==> src/rtl/btlpm_ram.sv <==
`timescale 1ns / 1ps
// ----------------------------------------------------------------------------
// btlpm_ram: generic single-write, single-read RAM
// One write port and one read port with registered read data.
// ----------------------------------------------------------------------------
module btlpm_ram #(
   parameter int WIDTH = 8,
   parameter int DEPTH = 64
) (
   input  logic                     clock,
   input  logic                     wr_en,
   input  logic [$clog2(DEPTH)-1:0] wr_addr,
   input  logic [WIDTH-1:0]         wr_data,
   input  logic                     rd_en,
   input  logic [$clog2(DEPTH)-1:0] rd_addr,
   output logic [WIDTH-1:0]         rd_data
);
   logic [WIDTH-1:0] mem_ff [DEPTH];
   logic [WIDTH-1:0] rd_data_ff;

   always_ff @(posedge clock) begin
      if (wr_en) begin
         mem_ff[wr_addr] <= wr_data;
      end
      if (rd_en) begin
         rd_data_ff <= mem_ff[rd_addr];
      end
   end

   assign rd_data = rd_data_ff;
endmodule

==> config.mk <==
export PLATFORM = sky130hd
export DESIGN_NAME = btlpm_ram
export DESIGN_NICKNAME = d
export VERILOG_FILES = /design/src/rtl/btlpm_ram.sv
export SDC_FILE = /design/constraint.sdc
export NUM_CORES = 1
export LEC_CHECK = 0
export BUFFER_PORTS_ARGS = -buffer_cell sky130_fd_sc_hd__buf_4
export CORE_MARGIN = 4
export CORE_UTILIZATION = 26
export DETAILED_ROUTE_END_ITERATION = 6
export GPL_ROUTABILITY_DRIVEN = 1
export HOLD_SLACK_MARGIN = 0.12
export MAX_ROUTING_LAYER = met4
export PLACE_DENSITY = 0.45
export SLEW_MARGIN = 10
export SYNTH_ARGS = -nofsm -noshare
export SYNTH_HDL_FRONTEND = slang
export SYNTH_SLANG_ARGS = --single-unit
export TNS_END_PERCENT = 10
==> constraint.sdc <==
create_clock -name clock -period 2.8 [get_ports clock]
set_input_delay 0.56 -clock clock [delete_from_list [all_inputs] [get_ports clock]]
set_output_delay 0.56 -clock clock [all_outputs]
set_load 0.005 [all_outputs]
* Word-level counts from Yosys, hierarchy flattened
Memories as Yosys holds them, arrays and structs flattened. A register that Yosys moved wholly into a read port is not among the register bits.
Index checks and enable logic that the tools add are counted.
** Word-level totals
- Register bits after elaboration :: 0
- Latch bits :: 0
- Memory bits (writable) :: 512
- Bits in read-only memories :: 0
- Input bits :: 23
- Output and inout port bits :: 8
- Memories :: 1
** Memories
- mem_ff :: depth 64, width 8, rd ports 1, clocked after memory_dff 1, write ports 1, line 18 : logic [WIDTH-1:0] mem_ff [DEPTH];
** Cells by class
- Add/sub/neg operators :: 0
- Multiply operators :: 0
- Div/mod/pow operators :: 0
- Magnitude comparators :: 0
- Equal/unequal tests :: 0
- Shift operators :: 0
- Multiplexer cells :: 2
- Bitwise gates (word level) :: 0
- Reductions and logical operators :: 0
** Operator list (number)
- 2-to-1 mux 1 bit :: 2

* Longest topological paths before layout
Gate-level depths: netlist (run 1).
- Depth in word-level cells :: 2
- Mapped depth :: 9
- Gate-level depth less buffers :: 5

* Least setup slack after synthesis (run 1)
OpenSTA, ideal clock, no wires.
- Path kind :: input to register
- Start point :: input port rd_addr[1]
- End point :: register rd_data_ff[3], in the netlist rd_data[3], read port of mem_ff (data pin)
- Data arrival time :: 2.100 ns
- Data required time :: 2.534 ns
- Setup slack :: 0.434 ns
- Cell stages on the path :: 7
- Buffers on the path :: 3
- Path through :: buf_4 > buf_2 > buf_2 > mux4_2 > mux4_2 > o21ai_1 > o41ai_1
** RTL lines
- start: declaration :: line 15 : input logic [$clog2(DEPTH)-1:0] rd_addr,
- end: declaration :: line 19 : logic [WIDTH-1:0] rd_data_ff;

==> impl_results.md, run 1 <==
- Simple-gate portion of the synthesized area: 0.03374
- Main combinational cell family by area after synthesis: multiplexers
- Yosys Warn Count: 0
- Post-route ant nets: 0
- Mux cell area share after synthesis: 0.1588
- CP cell instances: mux4_2, mux2_2, o221a_2, nor3_1, buf_4, o32ai_1, buf_4
- Post-synthesis compound-gate area fraction: 0.02064
- Die Area: 0.08240 mm²
- Internal: 13.71 mW
- GRT Util Overall: 0.1301
- Net Count, Synth: 963
- Switching share of power: 0.2039
- P per Cell Area: 703.7 mW/mm²
- Async SR Flop Fraction: 0
- Pleak: 7.750 nW
- Final Cell Area: 0.02446 mm²
- CTS Hold Bufs: 0
- Via total after detailed routing: 10020
- EDFF count, synth: 520
- DRC Markers: 0
- Worst setup path class: reg2reg
- Adder-Cell Fraction of Synth Area: 0
- WP data required: 3150 ps
- Vias/cell: 4.574
- Slowest-stage cell, CP: mux4_2
- Minimum clock period: 2485 ps
- Psw: 3.510 mW
- Register area: 0.01562 mm²
- Drt total wl: 52210 µm
- Clock sink total: 520
- Clk pwr share: 0.444
- Gpl congestion: 0.7506
- RSZ-0062 raised after global routing: no
- Max IR drop VDD: 0.0004622 V
- Count of input and output buffers: 30
- Clock root cell: clkbuf_16
- Post-CTS sizing: 0
- Skew final: 20.18 ps
- Status: complete, no violations
- Net count, final: 1131
- Final setup vio count: 0
- Slew HR: 0.4930
- Multi-input gate area: 0.004315 mm²
- Total power: 17.22 mW
- CP most frequent cell: buf_4
- DP Area: 0.02259 mm²
- Sequential Power Share: 0.503
- # Max-Cap Violations: 0
- XOR/XNOR Fraction of Synth Area: 0
- Crit path buffers/inverters: 2
- Critical-path maximum fanout: 1
- Post-DP HPWL: 33490 µm
- Final worst-path cycle share: 0.8876
- Reg2reg setup slack: 310 ps
- Mapped cell area: 0.02025 mm²
- Clock latency on the worst-skew pair: 600 ps
- Slew Viols, Final: 0
- Hold Fails Final Rpt: 0
- Synth area leaders: edfxtp_1 77%, mux4_2 14%, nor2_1 1.5%
- Vias in the first global route: 10450
- Critical Path Sink Type: register
- Hold Worst Slack: 338.2 ps
- Initial DRC Count: 873
- Number of fill cells in the layout: 7517
- # diodes: 0
- Yosys top cell area share: 0.7712
- Unique masters post-synth: 39
- CTS clk-pin slew, worst paths: 60 ps
- CP arrival: 2840 ps
- Die Wd: 287.1 µm
- Dominant cell by count in the synthesized netlist: edfxtp_1
- Most area-hungry cell type in the Yosys netlist: edfxtp_1
- Site row count: 102
- IO Count: 31
- Crit-path max cell delay: 480 ps
- Clk buf depth: 3
- Cell count after synthesis: 940
- Core Area: 0.07734 mm²
- Top_reg_cell synth: edfxtp_1
- DR pass1 iterations: 5
- Most common library cells after synthesis: 520 x edfxtp_1, 126 x mux4_2, 83 x nor2_1
- Largest net degree at the start of global routing: 65
- Chip Height: 287.1 µm
- Area delta synth->final: 20.83%
- # Post-CTS Setup Buffers: 0
- Congestion Overflow GR: 0
- Startpoint types: register
- Htree depth: 2
- Yosys reg bits: 520
- TritonCTS clock tree: built
- Synthesized area per cell: 21.54 µm²
- CP top delay family: multiplexers
- FMAX: 402.4 MHz
- Share of cells above drive strength 1: 0.3322
- CTS Buf Count: 53
- HP Class: in2reg
- Register area share after synthesis: 0.7712
- Comb pwr share: 0.053
- Actual slew at the worst max-slew pin: 760.5 ps
- Global-route wire length before repair: 75710 µm
- Initial Utilization: 0.2618
- Initial antenna violation count: 2
- Wire length per cell: 23.84 µm
[power groups by stage]
stage | Combinational (mW) | Clock [mW] | Sequential (mW)
after CTS | 0.938 | 7.82 | 8.66
final | 0.912 | 7.64 | 8.66
after detailed placement | 0.937 | 0 | 8.83
after global routing | 0.985 | 8.15 | 8.66
after global placement | 0.930 | 0 | 8.82
after floorplan | 0.459 | 0 | 8.81
[flip-flops by register name (all words and copies together) (netlist names)]
| signal | count |
|---|---|
| mem_ff | 512 |
| rd_data | 8 |
[logic make-up (layout without fill, tap and decap cells)]
group / Yosys count / in the layout
buffers and inverters: 51 / 261
muxes: 162 / 162
DFF: 520 / 520
AOI/OAI and AO/OA: 54 / 54
and+or+nand+nor: 153 / 153
[stage by stage]
stage                     setup WS [ps]  instances  TNS [ps]    util
after floorplan                   433.7        940         0       -
after detailed placement         -227.6       2093    -891.9  0.2921
final                             314.7       2190         0  0.3163
after global routing              151.6       2190         0  0.3163
after global placement           -216.1       2093    -882.7  0.2921
after CTS                         282.6       2190         0  0.3163
[final timing paths]
path / from / end / cells past startpoint
worst max-delay path: mem_ff[28][4] / rd_data[4] / 7
worst min-delay path: rd_en / rd_data[1] / 1
worst max register to register: mem_ff[28][4] / rd_data[4] / 7
worst min register to register: mem_ff[4][7] / rd_data[7] / 4
[per-layer routing]
layer	part of all wire	GRT usage
met4	0.021	0.03439
met5	0	-
met2	0.46	0.1973
met3	0.055	0.02316
met1	0.46	0.1819
[cells in the final DEF (no fill, tap or decap), types with 5 or more instances in the layout]
master	netlist	routed
nand2b_1	7	7
o22ai_1	8	8
mux4_2	126	126
mux2i_1	23	23
nor2_1	83	83
clkbuf_16	0	55
buf_4	13	153
bufinv_16	0	12
o221ai_1	8	8
nand2_1	19	19
buf_12	2	10
nor3_1	7	7
clkinv_1	0	5
nor2b_1	14	14
edfxtp_1	520	520
nand3_1	13	13
mux2_2	13	13
a221oi_1	6	6
clkbuf_1	17	15
clkinv_2	0	7
[final cells by class]
type | instances | area share
timing repair buffer | 164 | 0.05569
clock buffer | 70 | 0.05856
multi-input combinational | 369 | 0.1764
sequential | 520 | 0.6383
clock inverter | 27 | 0.01790
tap | 1040 | 0.05319
No activity file was read; power rests on OpenSTA's default activity.
==> run 2, diff against run 1 <==
--- a/config.mk
+++ b/config.mk
@@ -13,6 +13,7 @@
 export HOLD_SLACK_MARGIN = 0.12
 export MAX_ROUTING_LAYER = met4
 export PLACE_DENSITY = 0.45
+export RECOVER_POWER = 50
 export SLEW_MARGIN = 10
 export SYNTH_ARGS = -nofsm -noshare
 export SYNTH_HDL_FRONTEND = slang
==> impl_results.md, run 2 (synthesis results as in run 1) <==
- Initial DRC Count: 783
- Core Area: 0.07734 mm²
- HP Class: in2reg
- TritonCTS clock tree: built
- Startpoint types: register
- # Post-CTS Setup Buffers: 0
- Critical Path Sink Type: register
- Die Wd: 287.1 µm
- DR pass1 iterations: 5
- Slew HR: 0.009524
- Post-DP HPWL: 33490 µm
- P per Cell Area: 704.4 mW/mm²
- Congestion Overflow GR: 0
- Worst setup path class: reg2reg
- Skew final: 14.11 ps
- Pleak: 7.733 nW
- Max reg flops: 512
- Critical-path maximum fanout: 1
- Final Util: 0.3159
- Site row count: 102
- Initial antenna violation count: 1
- Vias/cell: 4.584
- Reg with most FFs: mem_ff
- Htree depth: 2
- Clock sink total: 520
- Commonest non-fill, non-tap cell in the layout: edfxtp_1
- Commonest non-fill, non-tap cells in the layout: 520 x edfxtp_1, 142 x buf_4, 126 x mux4_2
- GRT Util Overall: 0.1301
- # diodes: 0
- RSZ-0062 raised after global routing: no
- DRC Markers: 0
- IO Count: 31
- CTS clk-pin slew, worst paths: 60 ps
- Clk buf depth: 3
- Status: complete, no violations
- Clock latency on the worst-skew pair: 590 ps
- Clock root cell: clkbuf_16
- Largest net degree at the start of global routing: 65
- Area delta synth->final: 20.68%
- Via total after detailed routing: 10040
- CTS Buf Count: 53
- Max IR drop VDD: 0.0004560 V
- Placed insts: 2093
- Gpl congestion: 0.7506
- WP data required: 3150 ps
- Chip Height: 287.1 µm
- Post-route ant nets: 0
- FMAX: 404.8 MHz
- Drt total wl: 52210 µm
- Hold Fails Final Rpt: 0
- Final setup vio count: 0
- Final worst-path cycle share: 0.8822
- Count of input and output buffers: 30
- Post-Layout Cell Count: 2190
- Wire length per cell: 23.84 µm
- Post-CTS sizing: 0
- Initial Utilization: 0.2618
- Vias in the first global route: 10450
- # Max-Cap Violations: 0
- Global-route wire length before repair: 75710 µm
- Actual slew at the worst max-slew pin: 1486 ps
- Share of cells above drive strength 1: 0.3296
- CTS Hold Bufs: 0
- Die Area: 0.08240 mm²
- Minimum clock period: 2470 ps
- CP arrival: 2820 ps
- Slew Viols, Final: 0
- Net count, final: 1131
-- run 2: power by group --
group / internal, mW / switching [mW] / total, mW
Combinational: 0.371 / 0.537 / 0.908
Clock: 4.70 / 2.94 / 7.63
Sequential: 8.64 / 0.0260 / 8.67
-- run 2: metal layers --
layer	vias up	routed length [µm]	track usage
li1	4284	-	-
met1	5399	24240	0.1819
met3	70	2970	0.02316
met2	286	23900	0.1973
met4	0	1105	0.03439
met5	-	0	-
-- run 2: final cells by class --
type,count,area [µm²]
Tap cell,1040,1301
Fill cell,7524,52910
Timing Repair Buffer,164,1331
Clock inverter,27,437.9
Multi-Input combinational cell,369,4315
Sequential cell,520,15620
Clock buffer,70,1433
-- run 2: per-stage QoR --
stage	setup WS [ps]	hold WS, ps	cell area [µm²]	setup TNS (ps)	total power, mW
2_1_floorplan	433.7	658.9	20250	0	9.270
3_3_place_gp	-216.1	931.4	22590	-882.7	9.755
3_5_place_dp	-227.6	934.4	22590	-891.9	9.762
4_1_cts	282.6	305.0	24460	0	17.42
5_1_grt	151.6	465.6	24430	0	17.80
6_report	329.9	465.1	24430	0	17.21
-- run 2: path summary, 6_finish.rpt --
kind / startpoint / endpoint / slack (ps) / depth (start not counted)
worst min-delay path: rd_addr[5] / rd_data[5] / 470 / 2
worst max register to register: mem_ff[28][4] / rd_data[4] / 330 / 7
worst max-delay path: mem_ff[28][4] / rd_data[4] / 330 / 7
worst min register to register: mem_ff[5][7] / rd_data[7] / 910 / 4
-- run 2: worst max-delay path, cell delays in order, from the launching register on --
cell and delay (ps):
edfxtp_1 370, mux4_2 480, mux2_2 270, o221a_2 290, nor3_1 370, buf_4 210, o32ai_1 100, buf_4 140
